## config.mk

```make
export PLATFORM = sky130hd
export DESIGN_NAME = two_channel_sensor_averager
export DESIGN_NICKNAME = d
export VERILOG_FILES = /design/src/rtl/core/tcsa_pkg.sv /design/src/rtl/core/two_channel_sensor_averager.sv /design/src/rtl/core/tcsa_cell.sv /design/src/rtl/core/tcsa_chan.sv
export SDC_FILE = /design/constraint.sdc
export NUM_CORES = 1
export LEC_CHECK = 0
export BUFFER_PORTS_ARGS = -buffer_cell sky130_fd_sc_hd__buf_2
export CAP_MARGIN = 10
export CORE_ASPECT_RATIO = 0.7
export CORE_MARGIN = 2
export CORE_UTILIZATION = 35
export CTS_CLUSTER_DIAMETER = 80
export DETAILED_ROUTE_END_ITERATION = 8
export HOLD_SLACK_MARGIN = 0.06
export MAX_ROUTING_LAYER = met4
export PLACE_DENSITY = 0.62
export SETUP_SLACK_MARGIN = 0.05
export SYNTH_ARGS = -nofsm -noshare
export SYNTH_HDL_FRONTEND = slang
export SYNTH_SLANG_ARGS = --single-unit
```

## constraint.sdc

```tcl
create_clock -name clk -period 9.9 [get_ports clk]
set_input_delay 0.99 -clock clk [delete_from_list [all_inputs] [get_ports clk]]
set_output_delay 0.99 -clock clk [all_outputs]
set_load 0.1 [all_outputs]
```

## src/rtl/core/tcsa_pkg.sv

```systemverilog
`timescale 1ns / 1ps

package tcsa_pkg;

  localparam int unsigned SAMPLE_W  = 8;
  localparam int unsigned CFG_IDX_W = 2;
  localparam int unsigned CFG_W     = 8;

  localparam logic [CFG_IDX_W-1:0] REG_GEAR_FLOOR   = 2'd0;
  localparam logic [CFG_IDX_W-1:0] REG_GEAR_JUMP    = 2'd1;
  localparam logic [CFG_IDX_W-1:0] REG_BATT_LOW     = 2'd2;
  localparam logic [CFG_IDX_W-1:0] REG_BATT_HIGH    = 2'd3;

  localparam logic [CFG_W-1:0] GEAR_FLOOR_RST = 8'd20;
  localparam logic [CFG_W-1:0] GEAR_JUMP_RST  = 8'd16;
  localparam logic [CFG_W-1:0] BATT_LOW_RST   = 8'd160;
  localparam logic [CFG_W-1:0] BATT_HIGH_RST  = 8'd225;

  // Output queue: three entries keep one item per cycle, while out_stall is low,
  // with the extra stage between state update and result capture.
  localparam int unsigned OUTQ_DEPTH = 3;
  localparam int unsigned OUTQ_PTR_W = 2;

  typedef struct packed {
    logic                occ;
    logic [SAMPLE_W-1:0] sample;
  } tcsa_cell_t;

  typedef struct packed {
    logic push;
    logic flush;
  } tcsa_chan_ctrl_t;

  typedef struct packed {
    logic                full;
    logic [SAMPLE_W-1:0] average;
  } tcsa_chan_stat_t;

  typedef struct packed {
    logic [SAMPLE_W-1:0] gear_average;
    logic [SAMPLE_W-1:0] battery_average;
    logic                battery_alarm;
  } tcsa_result_t;

endpackage

```

## src/rtl/core/two_channel_sensor_averager.sv

```systemverilog
`timescale 1ns / 1ps

// Two-channel sliding-window averager for 8-bit sensor samples.
// Input channel: in_sample with in_is_battery (1 battery, 0 gear), taken when
// in_valid is high and in_stall is low. Each item produces exactly one
// result on the output channel: both channel averages (0 until a window is
// full) and the battery alarm, taken when out_valid is high and out_stall low.
// Gear samples at or below the floor leave the state alone; a gear sample too
// far from the full-window average restarts the gear window.
// The window state updates when an item is accepted; the result is registered
// into the output queue through pend_r and offered from there.
// Throughput: one item per cycle while in_stall stays low; the window average
// is combinational, and the jump check reads the average straight from the
// running total.
// A three-entry output queue absorbs items in flight; in_stall rises only
// when queue plus in-flight item reach three, so a stalled receiver holds
// the output steady and pushes back after at most three further items.
// Reset (rst_n low at a clock edge) empties both windows and the queue and
// loads the default floor, jump limit and battery bounds.
// cfg_we writes cfg_wdata into register cfg_index; write only while idle.

module two_channel_sensor_averager #(
  parameter int unsigned WINDOW_SIZE = 8
) (
  input  logic                               clk,
  input  logic                               rst_n,
  input  logic                               in_valid,
  output logic                               in_stall,
  input  logic [tcsa_pkg::SAMPLE_W-1:0]      in_sample,
  input  logic                               in_is_battery,
  output logic                               out_valid,
  input  logic                               out_stall,
  output logic [tcsa_pkg::SAMPLE_W-1:0]      out_gear_average,
  output logic [tcsa_pkg::SAMPLE_W-1:0]      out_battery_average,
  output logic                               out_battery_alarm,
  input  logic                               cfg_we,
  input  logic [tcsa_pkg::CFG_IDX_W-1:0]     cfg_index,
  input  logic [tcsa_pkg::CFG_W-1:0]         cfg_wdata
);
  import tcsa_pkg::*;

  logic [CFG_W-1:0] gear_floor_r;
  logic [CFG_W-1:0] gear_jump_r;
  logic [CFG_W-1:0] batt_low_r;
  logic [CFG_W-1:0] batt_high_r;

  logic in_acc;
  logic out_acc;

  tcsa_chan_ctrl_t gear_ctrl;
  tcsa_chan_ctrl_t batt_ctrl;
  tcsa_chan_stat_t gear_stat;
  tcsa_chan_stat_t batt_stat;

  logic [SAMPLE_W-1:0] gear_dev;

  logic                  pend_r;
  logic [OUTQ_PTR_W-1:0] occ_r;
  logic [OUTQ_PTR_W-1:0] occ_nxt;
  logic [OUTQ_PTR_W-1:0] cnt_r;
  logic [OUTQ_PTR_W-1:0] cnt_nxt;
  logic [OUTQ_PTR_W-1:0] wr_ptr_r;
  logic [OUTQ_PTR_W-1:0] rd_ptr_r;
  tcsa_result_t          outq_r [OUTQ_DEPTH];
  tcsa_result_t          res_new;
  tcsa_result_t          res_head;

  // configuration
  always_ff @(posedge clk) begin
    if (!rst_n) begin
      gear_floor_r <= GEAR_FLOOR_RST;
      gear_jump_r  <= GEAR_JUMP_RST;
      batt_low_r   <= BATT_LOW_RST;
      batt_high_r  <= BATT_HIGH_RST;
    end else if (cfg_we) begin
      unique case (cfg_index)
        REG_GEAR_FLOOR: gear_floor_r <= cfg_wdata;
        REG_GEAR_JUMP:  gear_jump_r  <= cfg_wdata;
        REG_BATT_LOW:   batt_low_r   <= cfg_wdata;
        REG_BATT_HIGH:  batt_high_r  <= cfg_wdata;
      endcase
    end
  end

  assign in_stall = (occ_r == OUTQ_PTR_W'(OUTQ_DEPTH));
  assign in_acc   = in_valid && !in_stall;
  assign out_acc  = out_valid && !out_stall;

  // gear: drop at or below floor, restart the window on a jump once full
  assign gear_dev = (gear_stat.average > in_sample) ? gear_stat.average - in_sample
                                                    : in_sample - gear_stat.average;

  assign gear_ctrl.push  = in_acc && !in_is_battery && (in_sample > gear_floor_r);
  assign gear_ctrl.flush = gear_ctrl.push && gear_stat.full && (gear_dev > gear_jump_r);
  assign batt_ctrl.push  = in_acc && in_is_battery;
  assign batt_ctrl.flush = 1'b0;

  tcsa_chan #(.WINDOW_SIZE(WINDOW_SIZE)) u_gear (
    .clk    (clk),
    .rst_n  (rst_n),
    .ctrl   (gear_ctrl),
    .sample (in_sample),
    .stat   (gear_stat)
  );

  tcsa_chan #(.WINDOW_SIZE(WINDOW_SIZE)) u_batt (
    .clk    (clk),
    .rst_n  (rst_n),
    .ctrl   (batt_ctrl),
    .sample (in_sample),
    .stat   (batt_stat)
  );

  // in the cycle after the update the averages reflect the item
  assign res_new.gear_average    = gear_stat.average;
  assign res_new.battery_average = batt_stat.average;
  assign res_new.battery_alarm   = (batt_stat.average < batt_low_r) ||
                                   (batt_stat.average > batt_high_r);

  assign occ_nxt = occ_r + OUTQ_PTR_W'(in_acc) - OUTQ_PTR_W'(out_acc);
  assign cnt_nxt = cnt_r + OUTQ_PTR_W'(pend_r) - OUTQ_PTR_W'(out_acc);

  always_ff @(posedge clk) begin
    if (!rst_n) begin
      pend_r   <= 1'b0;
      occ_r    <= '0;
      cnt_r    <= '0;
      wr_ptr_r <= '0;
      rd_ptr_r <= '0;
    end else begin
      pend_r <= in_acc;
      occ_r  <= occ_nxt;
      cnt_r  <= cnt_nxt;
      if (pend_r) begin
        wr_ptr_r <= (wr_ptr_r == OUTQ_PTR_W'(OUTQ_DEPTH - 1)) ? '0
                                                              : wr_ptr_r + OUTQ_PTR_W'(1);
      end
      if (out_acc) begin
        rd_ptr_r <= (rd_ptr_r == OUTQ_PTR_W'(OUTQ_DEPTH - 1)) ? '0
                                                              : rd_ptr_r + OUTQ_PTR_W'(1);
      end
    end
  end

  always_ff @(posedge clk) begin
    if (pend_r) begin
      outq_r[wr_ptr_r] <= res_new;
    end
  end

  assign res_head            = outq_r[rd_ptr_r];
  assign out_valid           = (cnt_r != '0);
  assign out_gear_average    = res_head.gear_average;
  assign out_battery_average = res_head.battery_average;
  assign out_battery_alarm   = res_head.battery_alarm;

  a_occ_balance: assert property (@(posedge clk) disable iff (!rst_n)
    occ_r == (cnt_r + OUTQ_PTR_W'(pend_r)))
    else $error("in-flight count out of step with output queue");

  a_queue_bound: assert property (@(posedge clk) disable iff (!rst_n)
    cnt_r <= OUTQ_PTR_W'(OUTQ_DEPTH))
    else $error("output queue overflow");

  a_pend_lands: assert property (@(posedge clk) disable iff (!rst_n)
    pend_r |=> out_valid)
    else $error("pending item did not reach the output queue");

endmodule

```

## src/rtl/core/tcsa_cell.sv

```systemverilog
`timescale 1ns / 1ps

module tcsa_cell (
  input  logic                 clk,
  input  logic                 rst_n,
  input  logic                 shift,
  input  logic                 flush,
  input  tcsa_pkg::tcsa_cell_t cell_in,
  output tcsa_pkg::tcsa_cell_t cell_out
);
  import tcsa_pkg::*;

  logic                occ_r;
  logic                occ_nxt;
  logic [SAMPLE_W-1:0] sample_r;

  // a flushed cell drops out of the window; its sample is dead data
  assign occ_nxt = cell_in.occ & ~flush;

  always_ff @(posedge clk) begin
    if (!rst_n) begin
      occ_r <= 1'b0;
    end else if (shift) begin
      occ_r <= occ_nxt;
    end
  end

  always_ff @(posedge clk) begin
    if (shift) begin
      sample_r <= cell_in.sample;
    end
  end

  assign cell_out.occ    = occ_r;
  assign cell_out.sample = sample_r;

endmodule

```

## src/rtl/core/tcsa_chan.sv

```systemverilog
`timescale 1ns / 1ps

module tcsa_chan #(
  parameter int unsigned WINDOW_SIZE = 8
) (
  input  logic                                clk,
  input  logic                                rst_n,
  input  tcsa_pkg::tcsa_chan_ctrl_t           ctrl,
  input  logic [tcsa_pkg::SAMPLE_W-1:0]       sample,
  output tcsa_pkg::tcsa_chan_stat_t           stat
);
  import tcsa_pkg::*;

  localparam int unsigned TOTAL_W = $clog2(255 * WINDOW_SIZE + 1);
  localparam int unsigned SHIFT   = TOTAL_W + $clog2(WINDOW_SIZE);
  localparam int unsigned PROD_W  = TOTAL_W + SHIFT;
  // ceil(2^SHIFT / N): exact floor division for every total below 2^TOTAL_W
  localparam logic [SHIFT-1:0] RECIP =
    SHIFT'(((64'd1 << SHIFT) + 64'(WINDOW_SIZE) - 64'd1) / 64'(WINDOW_SIZE));

  tcsa_cell_t link [WINDOW_SIZE+1];

  logic [TOTAL_W-1:0]  total_r;
  logic [TOTAL_W-1:0]  total_nxt;
  logic [TOTAL_W-1:0]  leaving;
  logic [PROD_W-1:0]   prod;
  logic                full;

  assign link[0].occ    = 1'b1;
  assign link[0].sample = sample;

  genvar i;
  generate
    for (i = 0; i < WINDOW_SIZE; i++) begin : g_cell
      tcsa_cell u_cell (
        .clk      (clk),
        .rst_n    (rst_n),
        .shift    (ctrl.push),
        .flush    ((i == 0) ? 1'b0 : ctrl.flush),
        .cell_in  (link[i]),
        .cell_out (link[i+1])
      );
    end
  endgenerate

  // the last cell holds the oldest sample once the window is full
  assign full    = link[WINDOW_SIZE].occ;
  assign leaving = full ? TOTAL_W'(link[WINDOW_SIZE].sample) : '0;

  always_comb begin
    total_nxt = total_r;
    if (ctrl.push) begin
      if (ctrl.flush) begin
        total_nxt = TOTAL_W'(sample);
      end else begin
        total_nxt = total_r - leaving + TOTAL_W'(sample);
      end
    end
  end

  always_ff @(posedge clk) begin
    if (!rst_n) begin
      total_r <= '0;
    end else begin
      total_r <= total_nxt;
    end
  end

  assign prod         = PROD_W'(total_r) * PROD_W'(RECIP);
  assign stat.full    = full;
  assign stat.average = full ? prod[SHIFT +: SAMPLE_W] : '0;

  a_flush_with_push: assert property (@(posedge clk) disable iff (!rst_n)
    ctrl.flush |-> ctrl.push)
    else $error("window flush without a push");

  a_full_head_occ: assert property (@(posedge clk) disable iff (!rst_n)
    full |-> link[1].occ)
    else $error("window full while the newest cell is empty");

  a_total_range: assert property (@(posedge clk) disable iff (!rst_n)
    !full |-> (total_r <= TOTAL_W'(255 * (WINDOW_SIZE - 1))))
    else $error("running total too large for a filling window");

endmodule

```

==> run_results.csv, run 1 <==
group,metric,value,unit
status,status,"finished with violations",
status,violations,"DRC",
clocking,path_clk_slew,0.07,ns
drt,avgRoutedWirePerCell,15.9,microns
drt,vias,7126,
clocking,cts.sinks,260,
floorplan,die_h,156,microns
drt,drt-initial-drc-count,532,
setup_path,worstSetupPathType,"register to register",
drt,postRouteAntennaNets,0,
clocking,cts.htree.levels,1,
pwr,power.density,215,mW/mm^2
setup_path,cp.required,10.36,ns
clocking,cts-root-buf,"clkbuf_16",
timing,fin_skew,0.0183,ns
floorplan,num_io_pins,43,
timing,finalHoldViolations,0,
drt,drcViolationCount,1,
logic_synthesis,synth-edff-count,179,
setup_path,r2r_setup_slack,4.91,ns
place,hpwlAfterDp,16300,microns
timing,setup_violations,0,
setup_path,timing.rr.end,"u_gear.total_r[1]",
clocking,post_cts_resized,0,
drt,dr.pass1.iters,7,
logic_synthesis,asyncSetResetFlopFracSynth,0,%
pwr,p_total,2840,uW
logic_synthesis,ys.flop_type,"edfxtp_1",
worst_hold_path,hold_depth,0,
timing,rsz0062_at_grt,"false",
setup_path,r2r_cells,17,
timing,relSlewSlack,28.0,%
floorplan,dieWidth,222,microns
floorplan,dieArea,0.0346,sq mm
logic_synthesis,ys_warn_count,0,
timing,slew_violations,0,
timing,finalWorstSetupSlack,4.91,ns
floorplan,coreArea,0.0325,sq mm
logic_synthesis,synth_top_area_share,46.3,%
global_routing,grt_pass1_wl,37800,microns
clocking,cts_tree,"built",
layout,area_growth,13.6,%
layout,finalNonFillerCells,1487,
global_routing,grt.total_usage,14.2,%
setup_path,crit_arrival,5.44,ns
logic_synthesis,syn-cell-area,0.0116,sq mm
pwr,irDropWorstVdd,0.177,mV
clocking,post_cts_buffers,0,
drt,routed_wl,23700,microns
global_routing,grt.overflow.total,0,
global_routing,grt_antenna_before_repair,0,
timing,period_share,50.4,%
place,pre_cts_ws,4.73,ns
drt,routed_via_density,4.79,
logic_synthesis,syn_area_per_cell,11.7,sq um
job,drv_cap,0,
logic_synthesis,synth_cell_type_count,58,
pwr,leakage,0.00507,uW
logic_synthesis,netlist_instances,992,
logic_synthesis,yosysSeqAreaShare,60.3,%
floorplan,rows,55,
logic_synthesis,ys_seq_elements,260,
logic_synthesis,synth.area.top_cells,"edfxtp_1 46%, dfxtp_1 14%, ha_1 7.8%",
timing,period_minus_slack,4.99,ns
worst_hold_path,worstHoldStart,"u_gear.g_cell[4].u_cell.sample_r[5]",
setup_path,cp-end-kind,"register",
setup_path,cp-start-kind,"register",
place,post-place-cells,1439,
setup_path,crit_fanout,20,
timing,fmax,0.201,GHz
place,portBuffers,42,
layout,nNetsFinal,1154,
clocking,clkLatencyLatePin,0.54,ns
layout,diodes,0,
clocking,cts_buffers,26,
logic_synthesis,syn_nets,1106,
clocking,hold_buffers,0,
worst_hold_path,min_to,"u_gear.g_cell[5].u_cell.sample_r[5]",
timing,worst_slew_pin_slew,1.08,ns
global_routing,grt_pass1_vias,6894,
floorplan,start_util,35.7,%
place,globalplace.congestion,0.856,
layout,drive_gt1_share,10.0,%
clocking,cts_buffer_depth,3,
global_routing,grt_max_degree,82,
logic_synthesis,synth_area_leader_cell,"edfxtp_1",
worst_hold_path,hold_path_class,"register to register",
layout,final_core_util,40.6,%
timing,setup_tns,0,ns
setup_path,r2r_start,"u_gear.g_cell[7].u_cell.occ_r",
how the worst max path moves through the flow:
stage	startpoint	endpoint	slack, ns
3_3_place_gp	in_sample[3]	u_gear.total_r[1]	4.87
6_report	u_gear.g_cell[7].u_cell.occ_r	u_gear.total_r[1]	4.91
3_5_place_dp	in_sample[3]	u_gear.total_r[1]	4.73
2_1_floorplan	register	out_battery_average[5]	5.53
4_1_cts	u_gear.g_cell[7].u_cell.occ_r	u_gear.total_r[1]	4.96
5_1_grt	u_gear.g_cell[7].u_cell.occ_r	u_gear.total_r[1]	4.43
synth_stat cells (all sizes together), types with 2 or more instances:
cell / instances
edfxtp: 179
nand2: 125
inv: 116
dfxtp: 81
a21oi: 78
ha: 72
o21ai: 48
nor2: 41
and2: 28
mux2i: 27
nand3: 23
clkbuf: 22
fa: 18
xnor2: 14
nor3: 13
a21o: 11
o211ai: 11
nor2b: 9
xor2: 7
buf: 6
nand2b: 6
nand4: 6
o21a: 6
a211oi: 4
mux2: 4
o221ai: 4
or3: 4
a21boi: 3
a31oi: 3
or2: 3
a2bb2oi: 2
and3: 2
cell type report:
cell class,instances,area [sq um]
Sequential cell,260,7000
Inverter,117,442
Fill cell,3095,19300
Clock inverter,15,181
Multi-Input combinational cell,587,4060
Tap cell,427,534
Clock buffer,33,708
Timing Repair Buffer,48,255
per-layer routing:
metal | GRT usage, % | vias to the layer above | wire length [microns]
met3 | 2.46 | 36 | 1190
met5 | - | - | 0
met2 | 20.9 | 144 | 10000
li1 | - | 3533 | -
met4 | 3.19 | 0 | 448
met1 | 20.5 | 3413 | 12000
cell families after synthesis:
kind of cell	synth area share (%)
and+or+nand+nor	10.4
AOI/OAI and AO/OA	9.33
DFF	60.3
muxes	2.75
xor gates and xnor gates	1.59
adders and majority gates	10.9
buffers and inverters	4.80
per-stage QoR:
stage / hold slack, ns / area [sq um]
final: 0.415 / 13200
after global placement: 0.401 / 12300
after CTS: 0.418 / 13200
after detailed placement: 0.405 / 12300
after global routing: 0.424 / 13200
after floorplan: 0.400 / 11600
report_power, final:
| group | leakage [uW] | internal (uW) | switching [uW] |
|---|---|---|---|
| sequential | 0.00233 | 1230 | 43.0 |
| combinational | 0.00230 | 166 | 377 |
| clock | 0.000433 | 593 | 424 |
| total | 0.00507 | 1990 | 844 |
cells in the final DEF, fill, tap and decap left out, types with 7 or more instances in the layout:
cell type,instances
mux2i_1,27
dfxtp_1,81
fa_1,18
o21ai_0,46
nand3_1,23
clkbuf_16,27
xnor2_1,14
a21oi_1,77
and2_1,28
o211ai_1,10
nor3_1,12
buf_2,42
nand2_1,124
inv_1,114
nor2_1,41
a21o_1,10
xor2_1,7
nor2b_1,9
edfxtp_1,179
ha_1,72
worst max-delay path, stage by stage (launching register included):
cell,delay [ns]
dfxtp_1,0.75
nand2_1,0.23
inv_1,0.24
ha_1,0.31
a211oi_1,0.23
o21bai_1,0.14
o21ai_2,0.46
mux2i_1,0.30
o221ai_1,0.15
a21oi_1,0.20
xnor2_1,0.10
ha_1,0.32
nand4_1,0.13
a21o_1,0.17
a21oi_1,0.27
nand2_2,0.37
mux2_4,0.41
a21oi_2,0.12
sequential cells by signal, indices dropped and copies added, names as in the netlist, 11 cells and up, named ones only:
name,count
u_batt.g_cell.u_cell.sample_r,64
u_gear.g_cell.u_cell.sample_r,64
outq_r,51
u_batt.total_r,11
u_gear.total_r,11
Power figures use the tool's default switching activity.
==> run 2, diff against run 1 <==
==> constraint.sdc (replaced) <==
create_clock -name clk -period 4.8 [get_ports clk]
set_input_delay 0.48 -clock clk [delete_from_list [all_inputs] [get_ports clk]]
set_output_delay 0.48 -clock clk [all_outputs]
set_load 0.1 [all_outputs]
==> run 2 against run 1 <==
The run still ends with DRC left. Via count is essentially flat. Critical path depth is the same. Non-clock buffer count grew 8. Clock power grew 92%. Global-route usage grew 0.056 points. Routed wire length is essentially flat. Critical path type unchanged.
==> run_results.csv, run 2 (same netlist as run 1, synthesis figures left out) <==
group,metric,value,unit
status,status,"finished with violations",
status,violations,"DRC",
global_routing,grt.total_usage,14.3,%
timing,worst_slew_pin_slew,0.974,ns
layout,reg.largest.list,"u_batt.g_cell.u_cell.sample_r x64, u_gear.g_cell.u_cell.sample_r x64, outq_r x51",
setup_path,worstSetupPathType,"register to register",
pwr,p_switching,1710,uW
layout,final_core_util,40.6,%
worst_hold_path,worstHoldStart,"cfg_wdata[1]",
clocking,cts_buffers,26,
drt,dr.pass1.iters,9,
setup_path,r2r_start,"u_gear.g_cell[7].u_cell.occ_r",
pwr,leakage,0.00509,uW
drt,vias,7125,
place,portBuffers,42,
setup_path,r2r_setup_slack,0.48,ns
pwr,seq_power_share,45.6,%
worst_hold_path,hold_depth,3,
clocking,clkLatencyLatePin,0.55,ns
place,globalplace.congestion,0.863,
timing,finalHoldViolations,0,
setup_path,critPathTopFamily,"compound AO/OA/AOI/OAI gates",
floorplan,coreArea,0.0325,sq mm
drt,drcViolationCount,2,
layout,drive_gt1_share,10.3,%
layout,final_cell_mix,"179 x edfxtp_1, 124 x nand2_1, 114 x inv_1",
clocking,cts_tree,"built",
floorplan,die_h,156,microns
setup_path,worstPathCellList,"nand2_1 > inv_1 > ha_1 > a21oi_1 > a21oi_1 > o21ai_4 > mux2i_1 > o221ai_1 > a21oi_1 > xnor2_1 > ha_1 > nand4_1 > a21o_1 > a21oi_1 > nand2_4 > mux2_4 > a21oi_2",
clocking,cts.htree.levels,1,
drt,drt-initial-drc-count,544,
setup_path,slowest_delay,0.52,ns
clocking,path_clk_slew,0.06,ns
layout,area_growth,13.8,%
pwr,p_total,5720,uW
pwr,sw_frac_of_total,29.8,%
drt,avgRoutedWirePerCell,15.8,microns
setup_path,cp-start-kind,"register",
clocking,hold_buffers,0,
setup_path,crit_path_frequent_cell,"a21oi_1",
timing,fmax,0.232,GHz
timing,period_minus_slack,4.32,ns
pwr,pwr-share-comb,20.2,%
setup_path,cp_num_buf_inv,1,
worst_hold_path,hold_path_class,"input port to register",
setup_path,cp.required,5.28,ns
global_routing,grt.overflow.total,0,
place,hpwlAfterDp,16600,microns
global_routing,grt_max_degree,65,
worst_hold_path,min_to,"batt_high_r[1]",
clocking,cts_buffer_depth,3,
pwr,intPower,4020,uW
pwr,power.density,434,mW/mm^2
setup_path,crit_arrival,4.80,ns
pwr,p_clk_share,34.2,%
global_routing,grt_antenna_before_repair,0,
drt,postRouteAntennaNets,0,
clocking,cts-root-buf,"clkbuf_16",
setup_path,crit_fanout,20,
timing,setup_tns,0,ns
floorplan,rows,55,
timing,setup_violations,0,
floorplan,dieArea,0.0346,sq mm
pwr,irDropWorstVdd,0.274,mV
timing,rsz0062_at_grt,"false",
timing,relSlewSlack,35.0,%
timing,slew_violations,0,
setup_path,slowest_stage,"dfxtp_2",
timing,fin_hold_ws,0.213,ns
setup_path,critPathLaunch,"u_gear.g_cell[7].u_cell.occ_r",
layout,nNetsFinal,1162,
timing,period_share,89.9,%
drt,routed_via_density,4.77,
drt,routed_wl,23700,microns
job,drv_cap,0,
global_routing,grt_pass1_vias,6897,
timing,fin_skew,0.0352,ns
layout,mostFrequentLayoutCell,"edfxtp_1",
setup_path,cp-end-kind,"register",
floorplan,start_util,35.7,%
setup_path,timing.rr.end,"u_gear.total_r[1]",
global_routing,grt_pass1_wl,37900,microns
floorplan,dieWidth,222,microns
setup_path,r2r_cells,17,
floorplan,num_io_pins,43,
clocking,cts.sinks,260,
## run 2: area by class of cell
class	count	area, sq um
Timing Repair Buffer	56	328
Clock inverter	14	136
Inverter	117	442
Multi-Input combinational cell	587	4070
Sequential cell	260	7000
Tap cell	427	534
Clock buffer	33	687
Fill cell	3086	19300
Antenna cell	1	2.50
## run 2: worst max path at each step
stage,slack (ns),cells after the start,end
final,0.48,17,u_gear.total_r[1]
after CTS,0.08,17,u_gear.total_r[1]
after floorplan,0.83,21,u_gear.total_r[5]
after global routing,0.07,17,u_gear.total_r[1]
after global placement,0.29,17,u_gear.total_r[1]
after detailed placement,0.11,17,u_gear.total_r[1]
## run 2: layer usage
metal	up-vias	global-route usage, %	share of wire [%]
li1	3556	-	-
met1	3389	21.3	52
met2	141	20.2	42
met3	39	2.20	4.6
met4	0	3.41	2.2
met5	-	-	0
## run 2: metrics by stage
step / setup slack (ns) / cells / instance area [sq um]
6_report: 0.483 / 1495 / 13200
5_1_grt: 0.0723 / 1494 / 13200
4_1_cts: 0.0849 / 1494 / 13200
3_5_place_dp: 0.110 / 1447 / 12400
3_3_place_gp: 0.290 / 1447 / 12400
2_1_floorplan: 0.825 / 992 / 11600
## run 2: what timing repair did
action                     CTS  global route
setup buffers                0             0
setup endpoints to repair    0            18
resized for setup            0             3
## run 2: tightest hold or removal path, stage by stage
cell and delay, ns:
buf_2 0.13, nand2_1 0.06, a21oi_1 0.05
## run 2: power groups by stage
stage | Clock (uW) | Combinational (uW) | Sequential [uW]
2_1_floorplan | 0 | 926 | 2640
3_3_place_gp | 0 | 1140 | 2660
3_5_place_dp | 0 | 1160 | 2660
4_1_cts | 2000 | 1170 | 2610
5_1_grt | 2090 | 1280 | 2620
6_report | 1960 | 1160 | 2610
